**config.mk**
```make
export PLATFORM = sky130hd
export DESIGN_NAME = length_prefixed_frame_decoder
export DESIGN_NICKNAME = d
export VERILOG_FILES = /design/src/hw/rtl/lpfd_pkg.sv /design/src/hw/rtl/lpfd_parser.sv /design/src/hw/rtl/length_prefixed_frame_decoder.sv
export SDC_FILE = /design/constraint.sdc
export NUM_CORES = 1
export LEC_CHECK = 0
export BUFFER_PORTS_ARGS = -buffer_cell sky130_fd_sc_hd__buf_2
export CAP_MARGIN = 5
export CORE_MARGIN = 3
export CORE_UTILIZATION = 37
export CTS_BUF_LIST = sky130_fd_sc_hd__clkbuf_8
export DETAILED_ROUTE_END_ITERATION = 10
export GPL_ROUTABILITY_DRIVEN = 0
export PLACE_DENSITY_LB_ADDON = 0.15
export SLEW_MARGIN = 0
export SYNTH_ARGS = -nofsm -noshare
export SYNTH_HDL_FRONTEND = slang
export SYNTH_SLANG_ARGS = --single-unit
```
**constraint.sdc**
```tcl
create_clock -name aclk -period 6.95 [get_ports aclk]
set_input_delay 0.695 -clock aclk [delete_from_list [all_inputs] [get_ports aclk]]
set_output_delay 0.695 -clock aclk [all_outputs]
set_load 0.01 [all_outputs]
```
**src/hw/rtl/lpfd_pkg.sv**
```systemverilog
// Package for the length-prefixed frame decoder: item codes, result codes,
// the result struct passed from the parser to the top level, and sizes.
// Depends on nothing.
`default_nettype none

package lpfd_pkg;

    localparam int unsigned DEFAULT_PAYLOAD_CAPACITY = 4096;
    localparam int unsigned HDR_BYTES  = 8;
    localparam int unsigned HDR_IDX_W  = 3;
    localparam int unsigned HDR_CNT_W  = 4;

    localparam int unsigned OFFSET_W   = 12;
    localparam int unsigned FLEN_W     = 13;
    localparam int unsigned SEQ_W      = 32;

    // Kind of input transaction, carried on s_tuser.
    typedef enum logic [1:0] {
        MODE_FEED    = 2'd0,
        MODE_CONSUME = 2'd1,
        MODE_RESET   = 2'd2
    } mode_t;

    typedef enum logic [1:0] {
        STATUS_NEED_MORE = 2'd0,
        STATUS_READY     = 2'd1,
        STATUS_ERROR     = 2'd2
    } status_t;

    typedef enum logic [1:0] {
        ERR_NONE         = 2'd0,
        ERR_FLAGS        = 2'd1,
        ERR_TOO_LARGE    = 2'd2,
        ERR_NOT_CONSUMED = 2'd3
    } err_t;

    typedef struct packed {
        logic                valid;
        status_t             status;
        err_t                error_code;
        logic                payload_valid;
        logic [7:0]          payload_byte;
        logic [OFFSET_W-1:0] payload_offset;
        logic [7:0]          frame_type;
        logic [FLEN_W-1:0]   frame_length;
        logic [SEQ_W-1:0]    sequence_number;
    } result_t;

endpackage

`default_nettype wire

```
**src/hw/rtl/lpfd_parser.sv**
```systemverilog
// Header capture, payload counting and sticky error tracking of the frame
// decoder. One input transaction is processed per enabled cycle.
// Depends on lpfd_pkg.
`default_nettype none

module lpfd_parser #(
    parameter int unsigned PAYLOAD_CAPACITY = lpfd_pkg::DEFAULT_PAYLOAD_CAPACITY
) (
    input  wire logic             aclk,
    input  wire logic             aresetn,
    input  wire logic             item_en,
    input  wire lpfd_pkg::mode_t  item_mode,
    input  wire logic [7:0]       item_byte,
    output lpfd_pkg::result_t     result
);

    localparam int unsigned CNT_W = $clog2(PAYLOAD_CAPACITY + 1);

    logic [7:0]                     hdr_store_reg [lpfd_pkg::HDR_BYTES];
    logic [lpfd_pkg::HDR_CNT_W-1:0] hdr_count_reg, hdr_count_next;
    logic [CNT_W-1:0]               exp_len_reg, exp_len_next;
    logic [CNT_W-1:0]               rcv_count_reg, rcv_count_next;
    logic                           ready_reg, ready_next;
    lpfd_pkg::err_t                 error_reg, error_next;

    logic                           hdr_we;
    logic [15:0]                    hdr_len;
    logic [CNT_W:0]                 rcv_plus;
    logic [31:0]                    rcv_wide;
    logic [31:0]                    exp_wide;
    logic [lpfd_pkg::SEQ_W-1:0]     seq_closing;
    logic [lpfd_pkg::SEQ_W-1:0]     seq_stored;

    assign hdr_len     = {hdr_store_reg[2], hdr_store_reg[3]};
    assign rcv_plus    = {1'b0, rcv_count_reg} + {{CNT_W{1'b0}}, 1'b1};
    assign rcv_wide    = 32'(rcv_count_reg);
    assign exp_wide    = 32'(exp_len_reg);
    // On the closing header byte the last sequence byte is still on the input.
    assign seq_closing = {hdr_store_reg[4], hdr_store_reg[5], hdr_store_reg[6], item_byte};
    assign seq_stored  = {hdr_store_reg[4], hdr_store_reg[5], hdr_store_reg[6],
                          hdr_store_reg[7]};

    always_comb begin
        hdr_count_next = hdr_count_reg;
        exp_len_next   = exp_len_reg;
        rcv_count_next = rcv_count_reg;
        ready_next     = ready_reg;
        error_next     = error_reg;
        hdr_we         = 1'b0;
        result         = '0;

        if (item_en) begin
            unique case (item_mode)
                lpfd_pkg::MODE_RESET: begin
                    hdr_count_next = '0;
                    exp_len_next   = '0;
                    rcv_count_next = '0;
                    ready_next     = 1'b0;
                    error_next     = lpfd_pkg::ERR_NONE;
                end
                lpfd_pkg::MODE_CONSUME: begin
                    if (ready_reg) begin
                        hdr_count_next = '0;
                        exp_len_next   = '0;
                        rcv_count_next = '0;
                        ready_next     = 1'b0;
                    end
                end
                lpfd_pkg::MODE_FEED: begin
                    result.valid = 1'b1;
                    priority if (error_reg != lpfd_pkg::ERR_NONE) begin
                        result.status     = lpfd_pkg::STATUS_ERROR;
                        result.error_code = error_reg;
                    end else if (ready_reg) begin
                        error_next        = lpfd_pkg::ERR_NOT_CONSUMED;
                        result.status     = lpfd_pkg::STATUS_ERROR;
                        result.error_code = lpfd_pkg::ERR_NOT_CONSUMED;
                    end else if (hdr_count_reg < lpfd_pkg::HDR_CNT_W'(lpfd_pkg::HDR_BYTES))
                    begin
                        hdr_we         = 1'b1;
                        hdr_count_next = hdr_count_reg + 1'b1;
                        if (hdr_count_reg == lpfd_pkg::HDR_CNT_W'(lpfd_pkg::HDR_BYTES - 1))
                        begin
                            priority if (hdr_store_reg[1] != 8'd0) begin
                                error_next        = lpfd_pkg::ERR_FLAGS;
                                result.status     = lpfd_pkg::STATUS_ERROR;
                                result.error_code = lpfd_pkg::ERR_FLAGS;
                            end else if (17'(hdr_len) > 17'(PAYLOAD_CAPACITY)) begin
                                error_next        = lpfd_pkg::ERR_TOO_LARGE;
                                result.status     = lpfd_pkg::STATUS_ERROR;
                                result.error_code = lpfd_pkg::ERR_TOO_LARGE;
                            end else begin
                                exp_len_next = CNT_W'(hdr_len);
                                if (hdr_len == 16'd0) begin
                                    ready_next             = 1'b1;
                                    result.status          = lpfd_pkg::STATUS_READY;
                                    result.frame_type      = hdr_store_reg[0];
                                    result.frame_length    = '0;
                                    result.sequence_number = seq_closing;
                                end
                            end
                        end
                    end else begin
                        result.payload_valid  = 1'b1;
                        result.payload_byte   = item_byte;
                        result.payload_offset = rcv_wide[lpfd_pkg::OFFSET_W-1:0];
                        rcv_count_next        = rcv_plus[CNT_W-1:0];
                        if (rcv_plus >= {1'b0, exp_len_reg}) begin
                            ready_next             = 1'b1;
                            result.status          = lpfd_pkg::STATUS_READY;
                            result.frame_type      = hdr_store_reg[0];
                            result.frame_length    = exp_wide[lpfd_pkg::FLEN_W-1:0];
                            result.sequence_number = seq_stored;
                        end
                    end
                end
                default: ;
            endcase
        end
    end

    always_ff @(posedge aclk) begin
        if (!aresetn) begin
            hdr_count_reg <= '0;
            exp_len_reg   <= '0;
            rcv_count_reg <= '0;
            ready_reg     <= 1'b0;
            error_reg     <= lpfd_pkg::ERR_NONE;
        end else begin
            hdr_count_reg <= hdr_count_next;
            exp_len_reg   <= exp_len_next;
            rcv_count_reg <= rcv_count_next;
            ready_reg     <= ready_next;
            error_reg     <= error_next;
        end
    end

    // Header bytes are read no earlier than the closing header byte, once the first seven have been written.
    always_ff @(posedge aclk) begin
        if (hdr_we) begin
            hdr_store_reg[hdr_count_reg[lpfd_pkg::HDR_IDX_W-1:0]] <= item_byte;
        end
    end

endmodule

`default_nettype wire

```
**src/hw/rtl/length_prefixed_frame_decoder.sv**
```systemverilog
// Top level of the length-prefixed frame decoder: stream ports, output
// register and assertions. Depends on lpfd_pkg and lpfd_parser.
//
//   Channel  Direction  tdata                         tuser
//   s_       in         data_byte                     mode
//   m_       out        payload and header fields     status, error_code, payload_valid
//
// One input transaction is taken per cycle while s_tready is high; its result, if any, appears on m_
// in the next cycle from the output register. The parser's state update and
// the result register are the only sequential stages.
// s_tready stays high while the output register is empty or being drained.
// Reset (aresetn low, synchronous) empties the output register and clears
// the decoder's counters and flags, the sticky error included, but not the header store.
`default_nettype none

module length_prefixed_frame_decoder #(
    parameter int unsigned PAYLOAD_CAPACITY = lpfd_pkg::DEFAULT_PAYLOAD_CAPACITY
) (
    input  wire logic        aclk,
    input  wire logic        aresetn,
    input  wire logic        s_tvalid,
    output logic             s_tready,
    input  wire logic [7:0]  s_tdata,   // [7:0] data_byte
    input  wire logic [1:0]  s_tuser,   // [1:0] mode
    output logic             m_tvalid,
    input  wire logic        m_tready,
    output logic [79:0]      m_tdata,   // [7:0] payload_byte, [19:8] payload_offset,
                                        // [27:20] frame_type, [40:28] frame_length,
                                        // [72:41] sequence_number, [79:73] zero
    output logic [4:0]       m_tuser    // [1:0] status, [3:2] error_code, [4] payload_valid
);

    logic              accept;
    lpfd_pkg::result_t result;
    lpfd_pkg::result_t out_reg;
    logic              out_valid_reg, out_valid_next;

    assign s_tready = !out_valid_reg || m_tready;
    assign accept   = s_tvalid && s_tready;

    lpfd_parser #(
        .PAYLOAD_CAPACITY(PAYLOAD_CAPACITY)
    ) u_parser (
        .aclk      (aclk),
        .aresetn   (aresetn),
        .item_en   (accept),
        .item_mode (lpfd_pkg::mode_t'(s_tuser)),
        .item_byte (s_tdata),
        .result    (result)
    );

    always_comb begin
        out_valid_next = out_valid_reg;
        if (accept) begin
            out_valid_next = result.valid;
        end else if (m_tready) begin
            out_valid_next = 1'b0;
        end
    end

    always_ff @(posedge aclk) begin
        if (!aresetn) begin
            out_valid_reg <= 1'b0;
        end else begin
            out_valid_reg <= out_valid_next;
        end
    end

    always_ff @(posedge aclk) begin
        if (accept) begin
            out_reg <= result;
        end
    end

    assign m_tvalid = out_valid_reg;
    assign m_tdata  = {7'd0, out_reg.sequence_number, out_reg.frame_length,
                       out_reg.frame_type, out_reg.payload_offset, out_reg.payload_byte};
    assign m_tuser  = {out_reg.payload_valid, out_reg.error_code, out_reg.status};

`ifndef ASSERT_OFF
    // Every accepted feed transaction produces exactly one result next cycle.
    a_feed_gives_result: assert property (@(posedge aclk) disable iff (!aresetn)
        accept && (s_tuser == lpfd_pkg::MODE_FEED) |=> m_tvalid)
        else $error("feed transaction produced no result");

    // Consume, reset and ignored transactions leave the output empty.
    a_control_no_result: assert property (@(posedge aclk) disable iff (!aresetn)
        accept && (s_tuser != lpfd_pkg::MODE_FEED) |=> !m_tvalid)
        else $error("control transaction produced a result");

    // An error code is reported exactly when the status is error.
    a_error_code_match: assert property (@(posedge aclk) disable iff (!aresetn)
        m_tvalid |-> ((out_reg.status == lpfd_pkg::STATUS_ERROR) ==
                      (out_reg.error_code != lpfd_pkg::ERR_NONE)))
        else $error("error code does not match status");

    // A payload byte is never echoed together with an error.
    a_payload_not_error: assert property (@(posedge aclk) disable iff (!aresetn)
        m_tvalid && out_reg.payload_valid |-> (out_reg.status != lpfd_pkg::STATUS_ERROR))
        else $error("payload byte echoed with error status");
`endif

endmodule

`default_nettype wire
```
==> results.md <==
- First-pass GRT wire length: 24300 um
- Synth warnings: 0
- Post-Synth Adder-Cell Area: 0.0258
- Avg WL per Cell: 17.1 um
- Synth Area in Compound Gates: 0.130
- Crit path buf inv count: 1
- Area Growth Syn to Fin: 14.2%
- FP Rows: 50
- Root buffer cell: clkbuf_8
- Final Cycle Share: 0.467
- Max Used Layer: met4
- Clock slew at reported path FFs: 100 ps
- WL met1: 6760 um
- Max-Cap Viols: 0
- CP Capture Type: flop
- DRC: 0
- Area leader, netlist: edfxtp_1
- Largest family of logic cells by synthesized area: compound AO/OA/AOI/OAI gates
- Routed Antenna Nets: 0
- Outcome: completed
- RSZ-0062 raised after global routing: false
- Avg Vias per Cell: 4.90
- Synth Area per Inst: 14.1 um^2
- Crit path from: u_parser.rcv_count_reg[2]
- Reg-to-Reg Start: u_parser.rcv_count_reg[2]
- Met2 Wirelength: 7320 um
- Die Y: 146 um
- Fillcell total: 1794
- Setup CP Type: flop to flop
- Final hold violation count: 0
- Initial Util: 0.382
- Mux cell area share after synthesis: 0.00155
- Final slew viol count: 0
- Post-route cell area: 0.00830 mm^2
- Sum Neg Setup Slack: 0 ps
- Fmax: 308 MHz
- Post-CTS sizing: 0
- Synth top area share: 0.586
- Vias in the first global route: 4413
- PD cells: 230 mW/mm^2
- Crit Path Max Fanout: 32
- Data required, critical path: 7140 ps
- Simple-gate area share of the yosys netlist: 0.111
- H-tree depth: 4
- Minimum clock period: 3240 ps
- Util after Layout: 0.437
- Post-synthesis sequential area ratio: 0.680
- Number of synthesized flops with an enable pin: 142
- DIE AREA: 0.0214 mm^2
- N_diodes: 0
- # hold bufs at CTS: 0
- Asr flop ratio synth: 0
- Largest net degree at the start of global routing: 50
- Layout cells sized above 1: 0.287
- Slew headroom: 0.314
- Unique masters post-synth: 56
- Tot GR Track Use: 0.145
- Largest register FFs: 73
- Die width: 146 um
- Core area: 0.0190 mm^2
- Layout Skew: 20.5 ps
- Startpoint Class: flop
- Slew @ Worst Pin: 1020 ps
- Initial antenna violation count: 0
- CP max-delay cell: dfxtp_1
- Global route total overflow: 0
- Final WL: 15000 um
- CTS tree: built
- Post-Synthesis Cell Area: 0.00727 mm^2
- Cells after Synth: 517
- Routed met3 length: 725 um
- CP top delay family: compound AO/OA/AOI/OAI gates
- Max incr delay on CP: 470 ps
- DR pass1 iterations: 5
- Layout Nets: 637
- Final setup fails: 0
- Worst Hold Class: flop to flop
- Port Buf Inserts: 93
- Crit path DAT: 3430 ps
- Xor and xnor fraction of the mapped netlist area: 0.0132
- Setup Fix Bufs, Post-CTS: 0
- Placed instance area: 0.00793 mm^2
- Cell chain of the critical path: and3_1 -> nand3_1 -> nor2_1 -> xor2_1 -> ha_1 -> a21o_1 -> a21oi_1 -> o21ai_0 -> o21ai_4 -> buf_4 -> a21boi_0
- Top FF cell, synth: edfxtp_1
- Max Buffers Root-to-Sink: 2
- Final HPWL DP: 10200 um
- # IOs: 101
- CTS Buf Count: 17
- LEAKAGE: 0.00301 uW
- Ranking of synthesized cells by area: edfxtp_1, dfxtp_1, a21boi_2
- Worst-skew pair later-pin latency: 470 ps
- DR vias: 4319
- FF+latch count, synth: 176
- Max IR drop VDD: 128 uV
- Hold Crit Start: u_parser.exp_len_reg[12]
- Clock sink total: 176
- DRT iter0 DRCs: 322
-- cells in the mapped netlist, types with 6 or more instances --
cell type and instances:
edfxtp_1 142, nand2_1 40, dfxtp_1 34, a21boi_2 29, o21ai_0 22, nor3_1 21, and2_1 20, a22o_1 19
inv_1 16, nor2_1 16, ha_1 15, nand3_1 14, a21oi_1 12, buf_4 11, clkbuf_1 10, and3_1 6
buf_6 6, nand2b_1 6, nor4_1 6, xnor2_1 6
-- cells by family after synthesis --
family                     after synthesis
muxes                                    1
xor gates and xnor gates                11
AOI/OAI and AO/OA                      114
and+or+nand+nor                        150
buffers and inverters                   49
DFF                                    176
other                                    1
adders and majority gates               15
-- per-layer routing --
| metal | vias up | GRT usage |
|---|---|---|
| li1 | 2109 | - |
| met1 | 2087 | 0.192 |
| met2 | 105 | 0.236 |
| met3 | 18 | 0.0335 |
| met4 | 0 | 0.0513 |
| met5 | - | 0 |
-- final timing paths --
check / end / slack, ps / depth (start not counted)
worst max-delay path: m_tdata[22] / 3710 / 11
worst min-delay path: u_parser.exp_len_reg[12] / 490 / 1
worst max register to register: m_tdata[22] / 3710 / 11
worst min register to register: u_parser.exp_len_reg[12] / 490 / 1
-- through the flow --
step / setup WS (ps) / total power [uW] / instances / hold WS [ps]
floorplan: 3370 / 1230 / 523 / 449
global placement: 3840 / 1260 / 849 / 468
detailed placement: 3730 / 1260 / 849 / 472
CTS: 3710 / 1930 / 881 / 467
global route: 3430 / 1990 / 881 / 506
finish: 3710 / 1910 / 881 / 490
-- power by group --
part / switching (uW) / internal (uW) / total (uW)
Combinational: 53.2 / 20.4 / 73.6
Clock: 411 / 267 / 678
Sequential: 5.72 / 1160 / 1160
-- cell usage in the layout (no fill, tap or decap), drive strengths merged, types with 4 or more instances in the layout --
cell / instances
edfxtp: 142
buf: 98
nand2: 41
dfxtp: 34
a21boi: 33
inv: 26
o21ai: 23
nor3: 22
and2: 21
a22o: 19
clkbuf: 17
nor2: 17
ha: 15
nand3: 14
a21oi: 12
conb: 7
nor4: 7
nand2b: 6
and3: 6
xnor2: 6
clkinv: 6
xor2: 5
nand4: 5
o221a: 5
a21o: 5
o21a: 4
a211oi: 4
-- cell type report --
type,instances,area (um^2),area share
sequential,176,4940,0.596
clock inverter,15,143,0.0172
timing repair buffer,98,503,0.0606
inverter,17,66.3,0.00799
tap,260,325,0.0392
clock buffer,17,234,0.0282
multi-input combinational,298,2090,0.251
No activity file was read; power rests on OpenSTA's default activity.
